--- config.mk ---
export PLATFORM = sky130hd
export DESIGN_NAME = i2c_master_transfer_engine_unit_flat
export DESIGN_NICKNAME = d
export VERILOG_FILES = /design/src/hw/rtl/i2cm_pkg.sv /design/src/hw/rtl/i2cm_if.sv /design/src/hw/rtl/i2cm_cfg.sv /design/src/hw/rtl/i2cm_core.sv /design/src/hw/rtl/i2c_master_transfer_engine_unit.sv /design/src/flat_wrapper.sv
export SDC_FILE = /design/constraint.sdc
export NUM_CORES = 1
export LEC_CHECK = 0
export ABC_AREA = 1
export ABC_CLOCK_PERIOD_IN_PS = 3100
export BUFFER_PORTS_ARGS = -buffer_cell sky130_fd_sc_hd__buf_2
export CAP_MARGIN = 40
export CORE_MARGIN = 4
export CORE_UTILIZATION = 35
export CTS_BUF_LIST = sky130_fd_sc_hd__clkbuf_4 sky130_fd_sc_hd__clkbuf_8
export CTS_CLUSTER_SIZE = 40
export DETAILED_ROUTE_END_ITERATION = 7
export PLACE_DENSITY = 0.61
export SLEW_MARGIN = 40
export SYNTH_ARGS = -nofsm -noshare
export SYNTH_HDL_FRONTEND = slang
export SYNTH_SLANG_ARGS = --single-unit
--- constraint.sdc ---
create_clock -name clk -period 3.1 [get_ports clk]
set_input_delay 0.155 -clock clk [delete_from_list [all_inputs] [get_ports clk]]
set_output_delay 0.155 -clock clk [all_outputs]
set_load 0.01 [all_outputs]
--- src/hw/rtl/i2cm_pkg.sv ---
// Shared types, phase codes and constants for the I2C master transfer engine.
package i2cm_pkg;

  typedef enum logic [4:0] {
    PH_IDLE, PH_WAIT_HDR, PH_WAIT_DATA, PH_START_D, PH_RS_W, PH_RS_D1, PH_RS_D2,
    PH_SP_A, PH_SP_W, PH_SP_D1, PH_SP_D2, PH_SP_D3, PH_RT_D, PH_WB_D, PH_WB_W,
    PH_WB_H, PH_WA_D1, PH_WA_D2, PH_WA_W, PH_WA_H, PH_RB_D, PH_RB_W, PH_RB_H,
    PH_RB_L, PH_AK_D, PH_AK_W, PH_AK_H
  } phase_t;

  localparam logic [1:0] OP_TICK = 2'd0;
  localparam logic [1:0] OP_HDR  = 2'd1;
  localparam logic [1:0] OP_DATA = 2'd2;

  localparam logic [1:0] ST_OK      = 2'd0;
  localparam logic [1:0] ST_ADDR    = 2'd1;
  localparam logic [1:0] ST_WNACK   = 2'd2;
  localparam logic [1:0] ST_TIMEOUT = 2'd3;

  localparam logic [1:0] CFG_RETRY   = 2'd0;
  localparam logic [1:0] CFG_STRETCH = 2'd1;
  localparam logic [1:0] CFG_PHASE   = 2'd2;

  typedef struct packed {
    logic [1:0]  operation;
    logic [9:0]  address;
    logic        is_read;
    logic        ten_bit;
    logic        nack_ok;
    logic        no_start;
    logic        no_read_ack;
    logic [7:0]  write_byte;
    logic        last_of_message;
    logic        last_message;
    logic        scl_sample;
    logic        sda_sample;
  } item_t;

  typedef struct packed {
    logic        scl_release;
    logic        sda_release;
    logic        ready_res;
    logic        read_valid;
    logic [7:0]  read_byte;
    logic        transfer_done;
    logic [1:0]  status;
    logic [7:0]  messages_done;
  } result_t;

  typedef struct packed {
    logic [3:0]  retry_limit;
    logic [15:0] stretch_timeout;
    logic [9:0]  phase_ticks;
  } cfg_t;

endpackage

--- src/hw/rtl/i2cm_if.sv ---
// Valid/ready channel interfaces for items and results.
interface i2cm_in_if;
  logic            valid;
  logic            ready;
  i2cm_pkg::item_t payload;
  modport source (output valid, output payload, input ready);
  modport sink   (input valid, input payload, output ready);
endinterface

interface i2cm_out_if;
  logic              valid;
  logic              ready;
  i2cm_pkg::result_t payload;
  modport source (output valid, output payload, input ready);
  modport sink   (input valid, input payload, output ready);
endinterface

--- src/hw/rtl/i2cm_cfg.sv ---
// Configuration register file.
module i2cm_cfg (
  input  logic              clk,
  input  logic              rst_n,
  input  logic              we,
  input  logic [1:0]        idx,
  input  logic [15:0]       wdata,
  output i2cm_pkg::cfg_t    cfg
);
  i2cm_pkg::cfg_t cfg_r;
  always_ff @(posedge clk) begin
    if (!rst_n) begin
      cfg_r.retry_limit     <= 4'd1;
      cfg_r.stretch_timeout <= 16'd100;
      cfg_r.phase_ticks     <= 10'd1;
    end else if (we) begin
      case (idx)
        i2cm_pkg::CFG_RETRY:   cfg_r.retry_limit     <= wdata[3:0];
        i2cm_pkg::CFG_STRETCH: cfg_r.stretch_timeout <= wdata;
        i2cm_pkg::CFG_PHASE:   cfg_r.phase_ticks     <= wdata[9:0];
        default: ;
      endcase
    end
  end
  assign cfg = cfg_r;
endmodule

--- src/hw/rtl/i2cm_core.sv ---
// Bus phase sequencer: one tick of the transfer engine per accepted item.
module i2cm_core (
  input  logic               clk,
  input  logic               rst_n,
  input  logic               step,
  input  i2cm_pkg::item_t    item,
  input  i2cm_pkg::cfg_t     cfg,
  output i2cm_pkg::result_t  res
);
  i2cm_pkg::phase_t ph_r, ph_nxt;
  logic [9:0]  pt_r, pt_nxt;
  logic [15:0] st_r, st_nxt;
  logic [3:0]  bc_r, bc_nxt;
  logic [7:0]  sh_r, sh_nxt;
  logic [3:0]  rc_r, rc_nxt;
  logic [1:0]  as_r, as_nxt;
  logic [5:0]  fl_r, fl_nxt;
  logic [9:0]  ad_r, ad_nxt;
  logic [7:0]  mc_r, mc_nxt;
  logic [1:0]  sr_r, sr_nxt;
  logic        it_r, it_nxt;
  logic        scl_r, scl_nxt, sda_r, sda_nxt;

  logic [9:0]  pt_inc, pt_lim;
  logic        dly;
  logic        sw_hi, sw_to;
  logic        rv;
  logic [7:0]  rb;
  logic        dn;
  logic        ign;
  logic [3:0]  lim;
  logic [7:0]  hi;

  function automatic logic [7:0] abyte(input logic [1:0] s, input logic [9:0] a,
                                       input logic [5:0] f);
    logic [7:0] h;
    h = 8'hF0 | ({5'd0, a[9:7]} & 8'h06);
    if (s == 2'd2) abyte = a[7:0];
    else if (s == 2'd3) abyte = h | 8'h01;
    else if (f[1]) abyte = h;
    else abyte = {a[6:0], f[0]};
  endfunction

  assign pt_inc = pt_r + 10'd1;
  assign pt_lim = (cfg.phase_ticks == 10'd0) ? 10'd1 : cfg.phase_ticks;
  assign dly    = pt_inc >= pt_lim;
  assign sw_hi  = item.scl_sample;
  assign sw_to  = !item.scl_sample && (st_r >= cfg.stretch_timeout);
  assign ign    = fl_r[2];
  assign lim    = ign ? 4'd0 : cfg.retry_limit;
  assign hi     = 8'd0;

  always_comb begin
    logic [1:0] rs; // 1 ack, 0 nack, 2 timeout
    logic tmo;
    ph_nxt = ph_r; pt_nxt = pt_r; st_nxt = st_r; bc_nxt = bc_r; sh_nxt = sh_r;
    rc_nxt = rc_r; as_nxt = as_r; fl_nxt = fl_r; ad_nxt = ad_r; mc_nxt = mc_r;
    sr_nxt = sr_r; it_nxt = it_r; scl_nxt = scl_r; sda_nxt = sda_r;
    rv = 1'b0; rb = hi; dn = 1'b0; rs = 2'd0; tmo = 1'b0;

    // Enter helper expanded inline via macros-free repeat
    case (ph_r)
      i2cm_pkg::PH_IDLE, i2cm_pkg::PH_WAIT_HDR: begin
        if (item.operation == i2cm_pkg::OP_HDR) begin
          ad_nxt = item.address;
          fl_nxt = {item.last_of_message, item.last_message, item.no_read_ack,
                    item.nack_ok, item.ten_bit, item.is_read};
          rc_nxt = 4'd0;
          if (ph_r == i2cm_pkg::PH_IDLE) begin
            it_nxt = 1'b1; sr_nxt = i2cm_pkg::ST_OK; mc_nxt = 8'd0;
            as_nxt = item.no_start ? 2'd0 : 2'd1;
            sda_nxt = 1'b0; ph_nxt = i2cm_pkg::PH_START_D; pt_nxt = '0; st_nxt = '0;
          end else if (item.no_start) begin
            as_nxt = 2'd0; pt_nxt = '0; st_nxt = '0;
            if (item.last_of_message) begin
              if (mc_r != 8'hFF) mc_nxt = mc_r + 8'd1;
              if (item.last_message) begin
                sda_nxt = 1'b0; ph_nxt = i2cm_pkg::PH_SP_A;
              end else ph_nxt = i2cm_pkg::PH_WAIT_HDR;
            end else ph_nxt = i2cm_pkg::PH_WAIT_DATA;
          end else begin
            as_nxt = 2'd1; sda_nxt = 1'b1; scl_nxt = 1'b1;
            ph_nxt = i2cm_pkg::PH_RS_W; pt_nxt = '0; st_nxt = '0;
          end
        end
      end
      i2cm_pkg::PH_WAIT_DATA: begin
        if (item.operation == i2cm_pkg::OP_DATA) begin
          fl_nxt[5] = item.last_of_message;
          pt_nxt = '0; st_nxt = '0; bc_nxt = 4'd0;
          if (fl_r[0]) begin
            sda_nxt = 1'b1; sh_nxt = 8'd0; ph_nxt = i2cm_pkg::PH_RB_D;
          end else begin
            sh_nxt = item.write_byte; scl_nxt = 1'b0; sda_nxt = item.write_byte[7];
            ph_nxt = i2cm_pkg::PH_WB_D;
          end
        end
      end
      i2cm_pkg::PH_START_D: begin
        pt_nxt = pt_inc;
        if (dly) begin
          scl_nxt = 1'b0; pt_nxt = '0; st_nxt = '0;
          if (as_r == 2'd0) begin
            if (fl_r[5]) begin
              if (mc_r != 8'hFF) mc_nxt = mc_r + 8'd1;
              if (fl_r[4]) begin
                sda_nxt = 1'b0; ph_nxt = i2cm_pkg::PH_SP_A;
              end else ph_nxt = i2cm_pkg::PH_WAIT_HDR;
            end else ph_nxt = i2cm_pkg::PH_WAIT_DATA;
          end else begin
            sh_nxt = abyte(as_r, ad_r, fl_r); bc_nxt = 4'd0;
            sda_nxt = sh_nxt[7]; ph_nxt = i2cm_pkg::PH_WB_D;
          end
        end
      end
      i2cm_pkg::PH_RS_W, i2cm_pkg::PH_SP_W: begin
        if (sw_hi || sw_to) begin
          pt_nxt = '0; st_nxt = '0;
          if (ph_r == i2cm_pkg::PH_RS_W)
            ph_nxt = sw_hi ? i2cm_pkg::PH_RS_D1 : i2cm_pkg::PH_RS_D2;
          else
            ph_nxt = sw_hi ? i2cm_pkg::PH_SP_D1 : i2cm_pkg::PH_SP_D2;
        end else st_nxt = st_r + 16'd1;
      end
      i2cm_pkg::PH_RS_D1: begin
        pt_nxt = pt_inc;
        if (dly) begin ph_nxt = i2cm_pkg::PH_RS_D2; pt_nxt = '0; st_nxt = '0; end
      end
      i2cm_pkg::PH_RS_D2, i2cm_pkg::PH_RT_D: begin
        pt_nxt = pt_inc;
        if (dly) begin
          sda_nxt = 1'b0; ph_nxt = i2cm_pkg::PH_START_D; pt_nxt = '0; st_nxt = '0;
        end
      end
      i2cm_pkg::PH_SP_A: begin
        pt_nxt = pt_inc;
        if (dly) begin
          scl_nxt = 1'b1; ph_nxt = i2cm_pkg::PH_SP_W; pt_nxt = '0; st_nxt = '0;
        end
      end
      i2cm_pkg::PH_SP_D1: begin
        pt_nxt = pt_inc;
        if (dly) begin ph_nxt = i2cm_pkg::PH_SP_D2; pt_nxt = '0; st_nxt = '0; end
      end
      i2cm_pkg::PH_SP_D2: begin
        pt_nxt = pt_inc;
        if (dly) begin
          sda_nxt = 1'b1; ph_nxt = i2cm_pkg::PH_SP_D3; pt_nxt = '0; st_nxt = '0;
        end
      end
      i2cm_pkg::PH_SP_D3: begin
        pt_nxt = pt_inc;
        if (dly) begin
          pt_nxt = '0; st_nxt = '0;
          if (sr_r == i2cm_pkg::ST_OK && as_r != 2'd0) ph_nxt = i2cm_pkg::PH_RT_D;
          else begin
            dn = 1'b1; it_nxt = 1'b0; scl_nxt = 1'b1; sda_nxt = 1'b1;
            ph_nxt = i2cm_pkg::PH_IDLE;
          end
        end
      end
      i2cm_pkg::PH_WB_D, i2cm_pkg::PH_WA_D2, i2cm_pkg::PH_RB_D, i2cm_pkg::PH_AK_D: begin
        pt_nxt = pt_inc;
        if (dly) begin
          scl_nxt = 1'b1; pt_nxt = '0; st_nxt = '0;
          case (ph_r)
            i2cm_pkg::PH_WB_D:  ph_nxt = i2cm_pkg::PH_WB_W;
            i2cm_pkg::PH_WA_D2: ph_nxt = i2cm_pkg::PH_WA_W;
            i2cm_pkg::PH_RB_D:  ph_nxt = i2cm_pkg::PH_RB_W;
            default:            ph_nxt = i2cm_pkg::PH_AK_W;
          endcase
        end
      end
      i2cm_pkg::PH_WB_W, i2cm_pkg::PH_WA_W: begin
        if (sw_hi) begin
          pt_nxt = '0; st_nxt = '0;
          ph_nxt = (ph_r == i2cm_pkg::PH_WB_W) ? i2cm_pkg::PH_WB_H : i2cm_pkg::PH_WA_H;
        end else if (sw_to) begin
          tmo = 1'b1; rs = 2'd2;
        end else st_nxt = st_r + 16'd1;
      end
      i2cm_pkg::PH_WB_H: begin
        pt_nxt = pt_inc;
        if (dly) begin
          scl_nxt = 1'b0; pt_nxt = '0; st_nxt = '0;
          if (bc_r < 4'd7) begin
            bc_nxt = bc_r + 4'd1; sh_nxt = {sh_r[6:0], 1'b0}; sda_nxt = sh_r[6];
            ph_nxt = i2cm_pkg::PH_WB_D;
          end else ph_nxt = i2cm_pkg::PH_WA_D1;
        end
      end
      i2cm_pkg::PH_WA_D1: begin
        pt_nxt = pt_inc;
        if (dly) begin
          sda_nxt = 1'b1; ph_nxt = i2cm_pkg::PH_WA_D2; pt_nxt = '0; st_nxt = '0;
        end
      end
      i2cm_pkg::PH_WA_H: begin
        pt_nxt = pt_inc;
        if (dly) begin
          scl_nxt = 1'b0; tmo = 1'b1; rs = item.sda_sample ? 2'd0 : 2'd1;
        end
      end
      i2cm_pkg::PH_RB_W, i2cm_pkg::PH_AK_W: begin
        if (sw_hi) begin
          pt_nxt = '0; st_nxt = '0;
          ph_nxt = (ph_r == i2cm_pkg::PH_RB_W) ? i2cm_pkg::PH_RB_H : i2cm_pkg::PH_AK_H;
        end else if (sw_to) begin
          sr_nxt = (ph_r == i2cm_pkg::PH_RB_W) ? i2cm_pkg::ST_ADDR : i2cm_pkg::ST_TIMEOUT;
          sda_nxt = 1'b0; ph_nxt = i2cm_pkg::PH_SP_A; pt_nxt = '0; st_nxt = '0;
        end else st_nxt = st_r + 16'd1;
      end
      i2cm_pkg::PH_RB_H: begin
        pt_nxt = pt_inc;
        if (dly) begin
          sh_nxt = {sh_r[6:0], item.sda_sample}; bc_nxt = bc_r + 4'd1;
          scl_nxt = 1'b0; ph_nxt = i2cm_pkg::PH_RB_L; pt_nxt = '0; st_nxt = '0;
        end
      end
      i2cm_pkg::PH_RB_L: begin
        pt_nxt = pt_inc;
        if (dly) begin
          pt_nxt = '0; st_nxt = '0;
          if (bc_r >= 4'd8) begin
            rv = 1'b1; rb = sh_r;
            if (!fl_r[3]) begin
              if (!fl_r[5]) sda_nxt = 1'b0;
              ph_nxt = i2cm_pkg::PH_AK_D;
            end else if (fl_r[5]) begin
              if (mc_r != 8'hFF) mc_nxt = mc_r + 8'd1;
              if (fl_r[4]) begin
                sda_nxt = 1'b0; ph_nxt = i2cm_pkg::PH_SP_A;
              end else ph_nxt = i2cm_pkg::PH_WAIT_HDR;
            end else ph_nxt = i2cm_pkg::PH_WAIT_DATA;
          end else begin
            scl_nxt = 1'b1; ph_nxt = i2cm_pkg::PH_RB_W;
          end
        end
      end
      i2cm_pkg::PH_AK_H: begin
        pt_nxt = pt_inc;
        if (dly) begin
          scl_nxt = 1'b0; pt_nxt = '0; st_nxt = '0;
          if (fl_r[5]) begin
            if (mc_r != 8'hFF) mc_nxt = mc_r + 8'd1;
            if (fl_r[4]) begin
              sda_nxt = 1'b0; ph_nxt = i2cm_pkg::PH_SP_A;
            end else ph_nxt = i2cm_pkg::PH_WAIT_HDR;
          end else ph_nxt = i2cm_pkg::PH_WAIT_DATA;
        end
      end
      default: ;
    endcase

    // Byte outcome after a write byte's ACK slot or a clock-stretch timeout during that byte.
    if (tmo) begin
      pt_nxt = '0; st_nxt = '0;
      if (as_r == 2'd1 || as_r == 2'd3) begin
        if (rs != 2'd1 && rc_r < lim) begin
          rc_nxt = rc_r + 4'd1; sda_nxt = 1'b0; ph_nxt = i2cm_pkg::PH_SP_A;
        end else if (rs != 2'd1 && !ign) begin
          sr_nxt = i2cm_pkg::ST_ADDR; sda_nxt = 1'b0; ph_nxt = i2cm_pkg::PH_SP_A;
        end else if (as_r == 2'd1 && fl_r[1]) begin
          as_nxt = 2'd2; sh_nxt = ad_r[7:0]; bc_nxt = 4'd0; scl_nxt = 1'b0;
          sda_nxt = ad_r[7]; ph_nxt = i2cm_pkg::PH_WB_D;
        end else begin
          as_nxt = 2'd0;
          if (fl_r[5]) begin
            if (mc_r != 8'hFF) mc_nxt = mc_r + 8'd1;
            if (fl_r[4]) begin
              sda_nxt = 1'b0; ph_nxt = i2cm_pkg::PH_SP_A;
            end else ph_nxt = i2cm_pkg::PH_WAIT_HDR;
          end else ph_nxt = i2cm_pkg::PH_WAIT_DATA;
        end
      end else if (as_r == 2'd2) begin
        if (rs != 2'd1 && !ign) begin
          sr_nxt = i2cm_pkg::ST_ADDR; sda_nxt = 1'b0; ph_nxt = i2cm_pkg::PH_SP_A;
        end else if (fl_r[0]) begin
          as_nxt = 2'd3; rc_nxt = 4'd0; sda_nxt = 1'b1; scl_nxt = 1'b1;
          ph_nxt = i2cm_pkg::PH_RS_W;
        end else begin
          as_nxt = 2'd0;
          if (fl_r[5]) begin
            if (mc_r != 8'hFF) mc_nxt = mc_r + 8'd1;
            if (fl_r[4]) begin
              sda_nxt = 1'b0; ph_nxt = i2cm_pkg::PH_SP_A;
            end else ph_nxt = i2cm_pkg::PH_WAIT_HDR;
          end else ph_nxt = i2cm_pkg::PH_WAIT_DATA;
        end
      end else begin
        if (rs == 2'd1 || (rs == 2'd0 && ign)) begin
          if (fl_r[5]) begin
            if (mc_r != 8'hFF) mc_nxt = mc_r + 8'd1;
            if (fl_r[4]) begin
              sda_nxt = 1'b0; ph_nxt = i2cm_pkg::PH_SP_A;
            end else ph_nxt = i2cm_pkg::PH_WAIT_HDR;
          end else ph_nxt = i2cm_pkg::PH_WAIT_DATA;
        end else begin
          sr_nxt = (rs == 2'd0) ? i2cm_pkg::ST_WNACK : i2cm_pkg::ST_TIMEOUT;
          sda_nxt = 1'b0; ph_nxt = i2cm_pkg::PH_SP_A;
        end
      end
    end
  end

  always_ff @(posedge clk) begin
    if (!rst_n) begin
      ph_r <= i2cm_pkg::PH_IDLE; pt_r <= '0; st_r <= '0; bc_r <= '0; sh_r <= '0;
      rc_r <= '0; as_r <= '0; fl_r <= '0; ad_r <= '0; mc_r <= '0; sr_r <= '0;
      it_r <= 1'b0; scl_r <= 1'b1; sda_r <= 1'b1;
      // Both lines released, everything else clear.
      res <= {2'b11, 21'd0};
    end else if (step) begin
      ph_r <= ph_nxt; pt_r <= pt_nxt; st_r <= st_nxt; bc_r <= bc_nxt; sh_r <= sh_nxt;
      rc_r <= rc_nxt; as_r <= as_nxt; fl_r <= fl_nxt; ad_r <= ad_nxt; mc_r <= mc_nxt;
      sr_r <= sr_nxt; it_r <= it_nxt; scl_r <= scl_nxt; sda_r <= sda_nxt;
      res.scl_release   <= scl_nxt;
      res.sda_release   <= sda_nxt;
      res.ready_res     <= (ph_nxt == i2cm_pkg::PH_IDLE) ||
                           (ph_nxt == i2cm_pkg::PH_WAIT_HDR) ||
                           (ph_nxt == i2cm_pkg::PH_WAIT_DATA);
      res.read_valid    <= rv;
      res.read_byte     <= rb;
      res.transfer_done <= dn;
      res.status        <= sr_nxt;
      res.messages_done <= mc_nxt;
    end
  end
endmodule

--- src/hw/rtl/i2c_master_transfer_engine_unit.sv ---
// Top level of the I2C master transfer engine.
// Each transaction on the input channel is one bus tick: it carries the sampled SCL and SDA
// levels and, optionally, a message header or a data byte request. The engine computes the
// whole tick combinationally into a result register and returns exactly one result
// transaction per tick, so one tick per clock is sustained when the result side keeps up;
// the output register stalls the input only while an unread result is held and not being
// taken in the same cycle. The user must write configuration (retry limit, stretch timeout,
// phase ticks) via the cfg port only while the engine is idle; the block does not check it.
module i2c_master_transfer_engine_unit (
  input  logic                 clk,
  input  logic                 rst_n,
  i2cm_in_if.sink              in_ch,
  i2cm_out_if.source           out_ch,
  input  logic                 cfg_we,
  input  logic [1:0]           cfg_index,
  input  logic [15:0]          cfg_wdata
);
  i2cm_pkg::cfg_t cfg;
  logic           ov_r;
  logic           step;

  i2cm_cfg u_cfg (
    .clk(clk), .rst_n(rst_n), .we(cfg_we), .idx(cfg_index), .wdata(cfg_wdata), .cfg(cfg)
  );

  // Accept a tick whenever the result slot is empty or drains this cycle.
  assign in_ch.ready = !ov_r || out_ch.ready;
  assign step        = in_ch.valid && in_ch.ready;

  i2cm_core u_core (
    .clk(clk), .rst_n(rst_n), .step(step), .item(in_ch.payload), .cfg(cfg),
    .res(out_ch.payload)
  );

  always_ff @(posedge clk) begin
    if (!rst_n) begin
      ov_r <= 1'b0;
    end else if (step) begin
      ov_r <= 1'b1;
    end else if (out_ch.ready) begin
      ov_r <= 1'b0;
    end
  end

  assign out_ch.valid = ov_r;

  // Hold a pending result until taken.
  a_hold: assert property (@(posedge clk) disable iff (!rst_n)
    out_ch.valid && !out_ch.ready |=> out_ch.valid && $stable(out_ch.payload))
    else $error("result dropped while stalled");
  // A read byte and a done pulse never come together.
  a_excl: assert property (@(posedge clk) disable iff (!rst_n)
    out_ch.valid |-> !(out_ch.payload.read_valid && out_ch.payload.transfer_done))
    else $error("read and done at once");
  // Finished transfer leaves both lines released.
  a_rel: assert property (@(posedge clk) disable iff (!rst_n)
    out_ch.valid && out_ch.payload.transfer_done |->
      out_ch.payload.scl_release && out_ch.payload.sda_release)
    else $error("lines held after stop");
endmodule

--- src/flat_wrapper.sv ---
// flat-port wrapper written by rule: the top's interface ports become plain ports
module i2c_master_transfer_engine_unit_flat 
  (clk, rst_n, cfg_we, cfg_index, cfg_wdata, in_ch_valid, in_ch_payload, in_ch_ready, out_ch_valid, out_ch_payload, out_ch_ready);
  i2cm_in_if in_ch_i ();
  i2cm_out_if out_ch_i ();
  input  logic clk;
  input  logic rst_n;
  input  logic cfg_we;
  input  logic [1:0] cfg_index;
  input  logic [15:0] cfg_wdata;
  input wire logic [$bits(in_ch_i.valid)-1:0] in_ch_valid;
  input wire logic [$bits(in_ch_i.payload)-1:0] in_ch_payload;
  output wire logic [$bits(in_ch_i.ready)-1:0] in_ch_ready;
  output wire logic [$bits(out_ch_i.valid)-1:0] out_ch_valid;
  output wire logic [$bits(out_ch_i.payload)-1:0] out_ch_payload;
  input wire logic [$bits(out_ch_i.ready)-1:0] out_ch_ready;
  assign in_ch_i.valid = in_ch_valid;
  assign in_ch_i.payload = in_ch_payload;
  assign in_ch_ready = in_ch_i.ready;
  assign out_ch_valid = out_ch_i.valid;
  assign out_ch_payload = out_ch_i.payload;
  assign out_ch_i.ready = out_ch_ready;
  i2c_master_transfer_engine_unit u_core (.clk(clk), .rst_n(rst_n), .in_ch(in_ch_i), .out_ch(out_ch_i), .cfg_we(cfg_we), .cfg_index(cfg_index), .cfg_wdata(cfg_wdata));
endmodule
==> results of run 1 <==
-- where the power goes --
part | internal, W | switching, W | total (W)
Sequential | 0.00166 | 0.000143 | 0.00180
Clock | 0.000607 | 0.000756 | 0.00136
Combinational | 0.00167 | 0.00241 | 0.00408
Total | 0.00394 | 0.00331 | 0.00725
-- sequential cells by signal (all words and copies together), names as in the netlist, 6 cells and up --
| signal | cells |
|---|---|
| u_core.u_core.pt_r | 10 |
| u_core.u_core.ad_r | 10 |
| u_core.u_cfg.cfg | 30 |
| u_core.u_core.st_r | 16 |
| u_core.u_core.res | 11 |
| u_core.u_core.fl_r | 6 |
| u_core.u_core.mc_r | 8 |
| u_core.u_core.sh_r | 8 |
-- per-stage QoR --
stage          area (sq um)  setup TNS [ns]
2_1_floorplan          8821               0
3_3_place_gp          10180          -13.67
3_5_place_dp          10180          -18.88
4_1_cts               11540          -8.233
5_1_grt               12120          -26.91
6_report              12120          -9.722
-- cells in the final DEF, fill, tap and decap left out, types with 6 or more instances in the layout --
cell and count:
a211oi_2 9, a21oi_1 114, a21oi_2 20, a21oi_4 7, a31oi_1 14, buf_2 76
buf_4 92, buf_6 27, clkbuf_8 18, dfxtp_1 114, dlygate4sd3_1 24, ha_1 33
inv_1 165, inv_2 16, inv_4 6, inv_6 7, nand2_1 293, nand2_2 42
nand2_4 13, nand3_1 69, nand3_2 25, nand4_1 20, nor2_1 126, nor2_2 14
nor2_4 16, nor3_1 17, nor3_2 8, o211ai_1 17, o21ai_0 92, o21ai_1 21
o22ai_1 7, o31ai_1 7, xor2_1 15
-- layer usage --
layer	global-route usage [%]	up-vias
li1	-	5144
met1	30.25	4819
met2	37.70	328
met3	4.100	70
met4	7.328	0
met5	0	-
-- worst min-delay path by stage --
stage                                 start               endpoint  cells after the start
after floorplan                cfg_wdata[0]   u_core.u_cfg.cfg[26]                      2
after CTS                      cfg_wdata[7]   u_core.u_cfg.cfg[17]                      3
after global routing       in_ch_payload[3]  u_core.u_core.fl_r[5]                      3
after detailed placement  in_ch_payload[26]  u_core.u_core.ad_r[9]                      3
after global placement    in_ch_payload[26]  u_core.u_core.ad_r[9]                      3
final                          cfg_wdata[8]    u_core.u_cfg.cfg[8]                      3
-- critical path: stages, from the launching register on --
cell	delay, ns
dfxtp_2	0.33
inv_2	0.04
nor4_4	0.32
nand3_2	0.15
nor2_4	0.11
nand2_2	0.06
nor2_2	0.09
xor2_1	0.21
ha_1	0.29
nand2_1	0.07
nand2_1	0.07
nor2_2	0.16
nand3_4	0.13
buf_6	0.16
buf_6	0.13
nand2_4	0.07
nand2_8	0.08
inv_8	0.09
nor2_4	0.06
buf_6	0.11
nor2_4	0.07
buf_6	0.14
nand2_2	0.05
nor2_1	0.08
nand3_1	0.08
a21oi_1	0.12
-- what timing repair did --
action,CTS,global route
gates resized for setup,173,135
cloned,6,0
hold buffers,24,0
setup buffers,15,12
pin swaps,54,66
endpoints found under the setup margin,62,71
hold endpoints to repair,28,0
-- logic make-up after synthesis --
kind of cell | count (synthesis) | share of synthesized area (%)
compound gates | 353 | 23.24
fa+ha+maj | 35 | 4.971
buf+inv | 250 | 11.26
simple gates | 659 | 31.70
flops | 119 | 27.04
xor+xnor | 18 | 1.790
-- layout make-up --
class	instances	share of cell area, %
Clock buffer	19	2.106
Sequential cell	119	19.71
Multi-Input combinational cell	1065	52.12
Tap cell	324	3.345
Clock inverter	13	0.9188
Timing Repair inverter	2	0.2684
Timing Repair Buffer	230	15.12
Inverter	194	6.411
==> out/qor.txt, run 1 <==
status -> finished, violations left
failing checks -> negative setup slack
first-pass GRT wire length -> 52150 microns
Clock transition at path regs -> 0.09 ns
required time of the critical path -> 3.46 ns
RSZ-0062 raised after global routing -> true
Total GRT Usage -> 22.80%
synthesis-stage register bit count -> 119
top-count cell post-synth -> nand2_1
area grow syn2layout -> 37.58%
pin slew with the least headroom to its limit -> 0.7741 ns
Vias -> 10360
H-tree Lvls -> 4
clk_skew -> 0.02110 ns
FF+latch area -> 0.002389 sq mm
Site Rows -> 57
Initial Util -> 35.91%
register area share after synthesis -> 27.04%
min cycle time layout -> 3.358 ns
Die Span X -> 166.7 microns
total wire length -> 32940 microns
Fin. Hold Viols -> 0
ys async rst share -> 0%
fmax -> 297.8 MHz
Main synth FF type -> dfxtp_1
die area -> 0.02777 sq mm
r2r endpoint -> u_core.u_core.res[20]
peak supply drop -> 0.2897 mV
WL met1 -> 14690 microns
CTS tree -> yes
Yosys warnings -> 0
largest net degree at the start of global routing -> 58
Placement Setup Slack -> -0.4250 ns
share of cells above drive strength 1 -> 27.95%
grt total ovfl -> 0
Post-DP HPWL -> 23950 microns
Slew Limit Headroom -> 47.99%
number of antenna violations at the first check in global routing -> 0
Placeable Area -> 0.02453 sq mm
RePlAce Congestion -> 1.024
Final ANT Viol Nets -> 0
Inserted Clock Buffers -> 17
DR iter-0 viols -> 859
PwrDens -> 597.9 mW/mm^2
critical path launch point type -> register
routed wl met2 -> 15440 microns
area of the multi-input gates -> 0.006317 sq mm
final period utilization -> 108.3%
Setup WS post-layout -> -0.2582 ns
synthesized area -> 0.008810 sq mm
final core utilization -> 49.40%
Yosys top cell area share -> 27.04%
Slew Limit Fails -> 0
Synth cell types -> 50
critical-path maximum fanout -> 5
port bufs -> 76
fillers -> 2474
number of diodes -> 0
DR pass1 iterations -> 5
DP Cell Count -> 1883
Max Root-Sink Buffers -> 2
Clk Latency, worst-skew pair -> 0.46 ns
nets -> 1716
top cells by area, synth -> dfxtp_1 27%, nand2_1 15%, a21oi_1 8.0%
Die Height -> 166.7 microns
leading area contributor after synthesis -> dfxtp_1
Critical Path Sink Type -> register
most frequent cells after synthesis -> 346 x nand2_1, 179 x inv_1, 145 x nor2_1
Mapped Nets -> 1521
Setup Viol. Count Final -> 62
non-filler instance count after layout -> 1966
crit path to -> u_core.u_core.res[20]
Hold Path Class -> input pin to register
highest metal used -> met4
clk sink count -> 119
Post-route DRC -> 0
Total Power -> 0.007246 W
gate count of the mapped netlist -> 1434
reg2reg path depth -> 25
Post-synth EDFFs -> 0
number of global-route vias before repair -> 9929
worst hold margin -> 0.004076 ns
I/O pin cnt -> 77
R2R Path Start -> u_core.u_core.pt_r[4]
R2R Setup Slk -> -0.26 ns
CP arrival -> 3.72 ns
maxcap violations -> 0
Pleak -> 5.504 nW
kind of critical path -> register to register
Via density -> 5.270
CTS root buf -> clkbuf_8
WL/cell -> 16.76 microns
met3 WL -> 1931 microns
Worst setup startpoint -> u_core.u_core.pt_r[4]
syn avg cell area -> 6.143 sq um
Note: power is estimated with default switching activity, not from simulation.
==> run 2: changes to the inputs <==
--- a/config.mk
+++ b/config.mk
@@ -8,7 +8,6 @@
 export ABC_AREA = 1
 export ABC_CLOCK_PERIOD_IN_PS = 3100
 export BUFFER_PORTS_ARGS = -buffer_cell sky130_fd_sc_hd__buf_2
-export CAP_MARGIN = 40
 export CORE_MARGIN = 4
 export CORE_UTILIZATION = 35
 export CTS_BUF_LIST = sky130_fd_sc_hd__clkbuf_4 sky130_fd_sc_hd__clkbuf_8
@@ -19,3 +18,4 @@
 export SYNTH_ARGS = -nofsm -noshare
 export SYNTH_HDL_FRONTEND = slang
 export SYNTH_SLANG_ARGS = --single-unit
+export TNS_END_PERCENT = 10
==> run 2 against run 1 <==
Effect of this change: total power down 4.6%; global-route usage down 0.54 points; the flow still finishes with violations (negative setup slack); sequential share of layout area increased by 1.1 points; critical path depth grew 1; non-clock buffer count is 12 lower; first-iteration DRC count up 3.1%; sequential power hardly changed; core utilization shrank 2.7 points; wire length is 3.4% lower; cell area is 5.5% lower.
==> out/qor.txt, run 2 (same netlist as run 1, synthesis figures left out) <==
status -> finished, violations left
failing checks -> negative setup slack
max reg flops -> 30 (unchanged)
RePlAce Congestion -> 1.024 (unchanged)
Clk Latency, worst-skew pair -> 0.45 ns (about the same)
met2 Use GR -> 35.81% (-1.9 points)
r2r endpoint -> u_core.u_core.sda_r
number of global-route vias before repair -> 9675 (-2.6%)
maxcap violations -> 0 (unchanged)
PwrDens -> 603.5 mW/mm^2 (+0.94%)
Pleak -> 5.303 nW (-3.7%)
nets -> 1702 (-0.82%)
number of antenna violations at the first check in global routing -> 0 (unchanged)
port bufs -> 76 (unchanged)
H-tree Lvls -> 4 (unchanged)
Initial Util -> 35.91% (unchanged)
CP arrival -> 3.72 ns (about the same)
DP Cell Count -> 1883 (unchanged)
kind of critical path -> register to register
Placement Setup Slack -> -0.4250 ns (unchanged)
Die Span X -> 166.7 microns (unchanged)
R2R Setup Slk -> -0.23 ns (+0.03 ns)
Clock transition at path regs -> 0.08 ns (about the same)
met3 usage -> 4.646% (+0.55 points)
fmax -> 300.5 MHz (+0.91%)
R2R Path Start -> u_core.u_core.pt_r[3]
Post-DP HPWL -> 23950 microns (unchanged)
grt total ovfl -> 0 (unchanged)
DR iter-0 viols -> 886 (+3.1%)
I/O pin cnt -> 77 (unchanged)
commonest non-fill, non-tap cell in the layout -> nand2_1
critical-path maximum fanout -> 6 (+1)
Worst Hold End -> u_core.u_cfg.cfg[8]
RSZ-0062 raised after global routing -> true
peak supply drop -> 0.2963 mV (+2.3%)
Worst Min Path Start -> cfg_wdata[8]
Final ANT Viol Nets -> 0 (unchanged)
Max Root-Sink Buffers -> 2 (unchanged)
reg2reg path depth -> 26 (+4.0%)
Setup Viol. Count Final -> 62 (unchanged)
Placeable Area -> 0.02453 sq mm (unchanged)
Critical Path Sink Type -> register
gr busiest metal -> met2
first-pass GRT wire length -> 50840 microns (-2.5%)
fillers -> 2592 (+4.8%)
Fin. Hold Viols -> 0 (unchanged)
hold path cells -> 3 (unchanged)
clk_skew -> 0.02153 ns (+0.0004309 ns)
CTS tree -> yes
number of diodes -> 0 (unchanged)
Via density -> 5.241 (-0.55%)
DR pass1 iterations -> 5 (unchanged)
Slew Limit Fails -> 0 (unchanged)
die area -> 0.02777 sq mm (unchanged)
non-filler instance count after layout -> 1952 (-0.71%)
area grow syn2layout -> 30.05%
Hold Path Class -> input pin to register
commonest cells after routing, fill and taps aside -> 309 x nand2_1, 169 x inv_1, 129 x a21oi_1, 129 x nor2_1, 114 x dfxtp_1
min cycle time layout -> 3.328 ns (-0.03015 ns)
clk sink count -> 119 (unchanged)
Total GRT Usage -> 22.26% (-0.54 points)
Post-route DRC -> 0 (unchanged)
largest net degree at the start of global routing -> 58 (unchanged)
critical path launch point type -> register
share of cells above drive strength 1 -> 23.40% (-4.6 points)
Inserted Clock Buffers -> 17 (unchanged)
required time of the critical path -> 3.49 ns (+0.03 ns)
final period utilization -> 107.4% (-0.97 points)
Vias -> 10230 (-1.3%)
CTS root buf -> clkbuf_8
met1 global-route usage -> 29.84% (-0.41 points)
Site Rows -> 57 (unchanged)
Slew Limit Headroom -> 48.29% (+0.29 points)
Setup WS post-layout -> -0.2280 ns (+0.03015 ns)
pin slew with the least headroom to its limit -> 0.7698 ns (-0.004355 ns)
WL/cell -> 16.30 microns (-2.7%)
total wire length -> 31810 microns (-3.4%)
Die Height -> 166.7 microns (unchanged)
==> run 2: how the worst max path moves through the flow <==
stage	start	depth (start not counted)	slack (ns)	to
2_1_floorplan	u_core.u_core.pt_r[2]	21	0.004	u_core.u_core.scl_r
3_3_place_gp	u_core.u_core.pt_r[0]	22	-0.36	u_core.u_core.res[20]
3_5_place_dp	u_core.u_core.pt_r[1]	25	-0.43	u_core.u_core.res[20]
4_1_cts	u_core.u_core.pt_r[4]	25	-0.25	u_core.u_core.res[20]
5_1_grt	u_core.u_core.pt_r[4]	26	-0.53	u_core.u_core.sda_r
6_report	u_core.u_core.pt_r[3]	26	-0.23	u_core.u_core.sda_r
==> run 2: layout make-up <==
cell class / instances / area, sq um / area share (%)
repair buffers: 218 / 1649 / 14.39
inverters: 194 / 753.2 / 6.574
clock buffers: 19 / 255.2 / 2.228
flip-flops and latches: 119 / 2389 / 20.85
multi-input cells: 1065 / 5894 / 51.45
clock inverters: 13 / 111.4 / 0.9719
well taps: 324 / 405.4 / 3.538
==> run 2: where the power goes <==
group | internal [W] | switching [W] | total, W
clock | 0.000607 | 0.000746 | 0.00135
sequential | 0.00166 | 0.000137 | 0.00179
combinational | 0.00154 | 0.00223 | 0.00377
==> run 2: layer usage <==
metal	wire length [microns]	vias to the layer above
met5	0	-
met4	786	0
li1	-	5124
met2	14490	341
met1	14530	4718
met3	2004	48
==> run 2: through the flow <==
stage | power (W) | utilization [%] | area (sq um) | hold slack (ns) | setup TNS, ns
detailed placement | 0.004760 | 41.49 | 10180 | 0.3846 | -18.88
finish | 0.006914 | 46.70 | 11460 | 0.01289 | -8.257
floorplan | 0.003624 | - | 8821 | 0.2813 | 0
global placement | 0.004785 | 41.49 | 10180 | 0.3827 | -13.67
global route | 0.007361 | 46.70 | 11460 | 0.01981 | -25.49
CTS | 0.006490 | 45.48 | 11160 | 0.006432 | -9.658
==> run 2: critical path: stages (launching register included) <==
cell and delay (ns):
dfxtp_2 0.35, inv_2 0.05, nor4_4 0.29, nand3_2 0.13
nor2_2 0.11, nand2_2 0.07, nor2_2 0.09, xor2_1 0.20
ha_1 0.29, nand2_2 0.12, a21oi_2 0.05, nor2_2 0.12
nand3_4 0.13, buf_8 0.17, buf_8 0.13, buf_4 0.14
o211ai_1 0.09, nand2_1 0.11, nand3_2 0.08, nand2_1 0.06
nand2_2 0.10, nand2_2 0.06, nand2_1 0.07, nand3_1 0.06
nand3_1 0.09, nand2_1 0.05, nand2_1 0.06
==> run 2: timing repair <==
item | in CTS | in global routing
hold buffers | 24 | 0
buffers inserted | 12 | 3
cloned | 1 | 1
pin swaps | 34 | 38
gates resized for setup | 91 | 83
endpoints found under the setup margin | 62 | 70
endpoints found under the hold margin | 28 | 0
==> run 3: changes to the inputs <==
--- a/config.mk
+++ b/config.mk
@@ -13,7 +13,6 @@
 export CTS_BUF_LIST = sky130_fd_sc_hd__clkbuf_4 sky130_fd_sc_hd__clkbuf_8
 export CTS_CLUSTER_SIZE = 40
 export DETAILED_ROUTE_END_ITERATION = 7
-export PLACE_DENSITY = 0.61
 export SLEW_MARGIN = 40
 export SYNTH_ARGS = -nofsm -noshare
 export SYNTH_HDL_FRONTEND = slang
==> run 3 against run 2 <==
Effect of this change: the flow still finishes with violations (negative setup slack); sequential power is essentially flat; hold slack improved by 0.020 ns; cell count decreased by 0.10%; worst setup slack better by 0.016 ns; first-iteration DRC count decreased by 9.7%; maximum frequency grew 0.47%; die area stayed put; wire length is essentially flat; core utilization is 0.54 points lower; largest cell class unchanged.
==> out/qor.txt, run 3 (same netlist as run 1, synthesis figures left out) <==
status -> finished, violations left
failing checks -> negative setup slack
Clk Latency, worst-skew pair -> 0.46 ns (about the same)
Post-DP HPWL -> 24040 microns (+0.39%)
CP dominant cell by count -> nand2_1
DR iter-0 viols -> 800 (-9.7%)
RSZ-0062 raised after global routing -> true
Setup WS post-layout -> -0.2124 ns (+0.01564 ns)
final core utilization -> 46.16% (-0.54 points)
die area -> 0.02777 sq mm (unchanged)
area grow syn2layout -> 28.56%
Vias -> 10230 (-0.059%)
CTS root buf -> clkbuf_8
DP Cell Count -> 1881 (-0.11%)
Slew Limit Headroom -> 50.93% (+2.6 points)
total wire length -> 31830 microns (about the same)
critical-path maximum fanout -> 8 (+2)
pin slew with the least headroom to its limit -> 0.7305 ns (-0.03931 ns)
slowest stage cell, crit path -> dfxtp_2
setup_tns -> -5.232 ns (+3.026 ns)
met1 global-route usage -> 29.95% (+0.11 points)
CP max stage delay -> 0.37 ns (+0.02 ns)
CP arrival -> 3.68 ns (-0.04 ns)
met2 Use GR -> 35.49% (-0.32 points)
WL/cell -> 16.32 microns (+0.15%)
H-tree Lvls -> 4 (unchanged)
gr busiest metal -> met2
nets -> 1700 (-0.12%)
min cycle time layout -> 3.312 ns (-0.01564 ns)
Site Rows -> 57 (unchanged)
maxcap violations -> 0 (unchanged)
PwrDens -> 601.4 mW/mm^2 (-0.35%)
Hold Path Class -> input pin to register
clk sink count -> 119 (unchanged)
clk_skew -> 0.01417 ns (-0.007354 ns)
Clock transition at path regs -> 0.08 ns (about the same)
final period utilization -> 106.9% (-0.50 points)
required time of the critical path -> 3.47 ns (-0.02 ns)
peak supply drop -> 0.2877 mV (-2.9%)
commonest non-fill, non-tap cell in the layout -> nand2_1
fillers -> 2569 (-0.89%)
Critical Path Sink Type -> register
Slew Limit Fails -> 0 (unchanged)
Max Root-Sink Buffers -> 2 (unchanged)
Fin. Hold Viols -> 0 (unchanged)
grt total ovfl -> 0 (unchanged)
Die Span X -> 166.7 microns (unchanged)
I/O pin cnt -> 77 (unchanged)
number of diodes -> 0 (unchanged)
fmax -> 301.9 MHz (+0.47%)
Initial Util -> 35.91% (unchanged)
number of antenna violations at the first check in global routing -> 0 (unchanged)
Inserted Clock Buffers -> 17 (unchanged)
commonest cells after routing, fill and taps aside -> 317 x nand2_1, 168 x inv_1, 130 x nor2_1
Pleak -> 5.245 nW (-1.1%)
buffers and inverters on the worst path -> 4 (unchanged)
first-pass GRT wire length -> 50400 microns (-0.86%)
RePlAce Congestion -> 1.013 (-1.2%)
number of global-route vias before repair -> 9502 (-1.8%)
crit-path leading delay family -> simple AND/OR/NAND/NOR gates
max reg flops -> 30 (unchanged)
Setup Viol. Count Final -> 57 (-8.1%)
Via density -> 5.244 (about the same)
Die Height -> 166.7 microns (unchanged)
worst hold margin -> 0.03302 ns (+0.02013 ns)
Post-route DRC -> 0 (unchanged)
Final ANT Viol Nets -> 0 (unchanged)
non-filler instance count after layout -> 1950 (-0.10%)
CTS tree -> yes
DR pass1 iterations -> 7 (+2)
share of cells above drive strength 1 -> 22.32% (-1.1 points)
met3 usage -> 4.930% (+0.28 points)
Total GRT Usage -> 22.19% (-0.072 points)
critical path launch point type -> register
R2R Setup Slk -> -0.21 ns (+0.02 ns)
largest net degree at the start of global routing -> 58 (unchanged)
port bufs -> 76 (unchanged)
kind of critical path -> register to register
Placeable Area -> 0.02453 sq mm (unchanged)
run 3: cell count changes in the layout (fill, tap and decap cells not counted), moves of 4 or more:
cell,delta
nand3_1,+6
nand2_2,-5
nand2_1,+8
o21ai_0,-4
o21ai_1,+5
nand3_2,-5
run 3: path summary, 6_finish.rpt:
path	startpoint	endpoint	cells past startpoint
worst max-delay path	u_core.u_core.pt_r[0]	u_core.u_core.res[20]	27
worst min-delay path	cfg_wdata[9]	u_core.u_cfg.cfg[9]	3
worst max register to register	u_core.u_core.pt_r[0]	u_core.u_core.res[20]	27
worst min register to register	u_core.u_core.res[13]	u_core.u_core.res[13]	2
run 3: worst min-delay path: cells and delay by family:
| kind | cells | cell delay [ns] |
|---|---|---|
| AOI/OAI and AO/OA | 2 | 0.18 |
| buffers and inverters | 1 | 0.11 |
run 3: repair_timing:
action / CTS / global route
setup buffers: 7 / 3
cloned: 0 / 1
hold buffers: 27 / 0
endpoints found under the setup margin: 61 / 71
pin swaps: 38 / 29
endpoints found under the hold margin: 33 / 0
resized for setup: 69 / 80
run 3: final cells by class:
cell class | count | area [sq um] | share of cell area (%)
flip-flops and latches | 119 | 2389 | 21.09
well taps | 324 | 405.4 | 3.579
repair buffers | 216 | 1589 | 14.03
multi-input cells | 1065 | 5808 | 51.28
clock buffers | 17 | 234.0 | 2.066
clock inverters | 15 | 157.7 | 1.392
inverters | 194 | 743.2 | 6.562
run 3: metal layers:
metal	part of all wire, %	vias to the layer above
met5	0	-
met4	2.4	0
met3	7.9	52
met2	46	380
met1	44	4669
li1	-	5124
run 3: power breakdown:
group,total (W),internal (W),switching [W]
Combinational,0.00358,0.00143,0.00215
Clock,0.00144,0.000666,0.000775
Sequential,0.00179,0.00166,0.000136
Total,0.00681,0.00375,0.00306
run 3: stage by stage:
step           setup WS, ns  cell area [sq um]  power, W
2_1_floorplan      0.004179               8821  0.003624
3_3_place_gp        -0.3093              10150  0.004786
3_5_place_dp        -0.3757              10150  0.004777
4_1_cts             -0.2161              11040  0.006556
5_1_grt             -0.4980              11330  0.007267
6_report            -0.2124              11330  0.006812
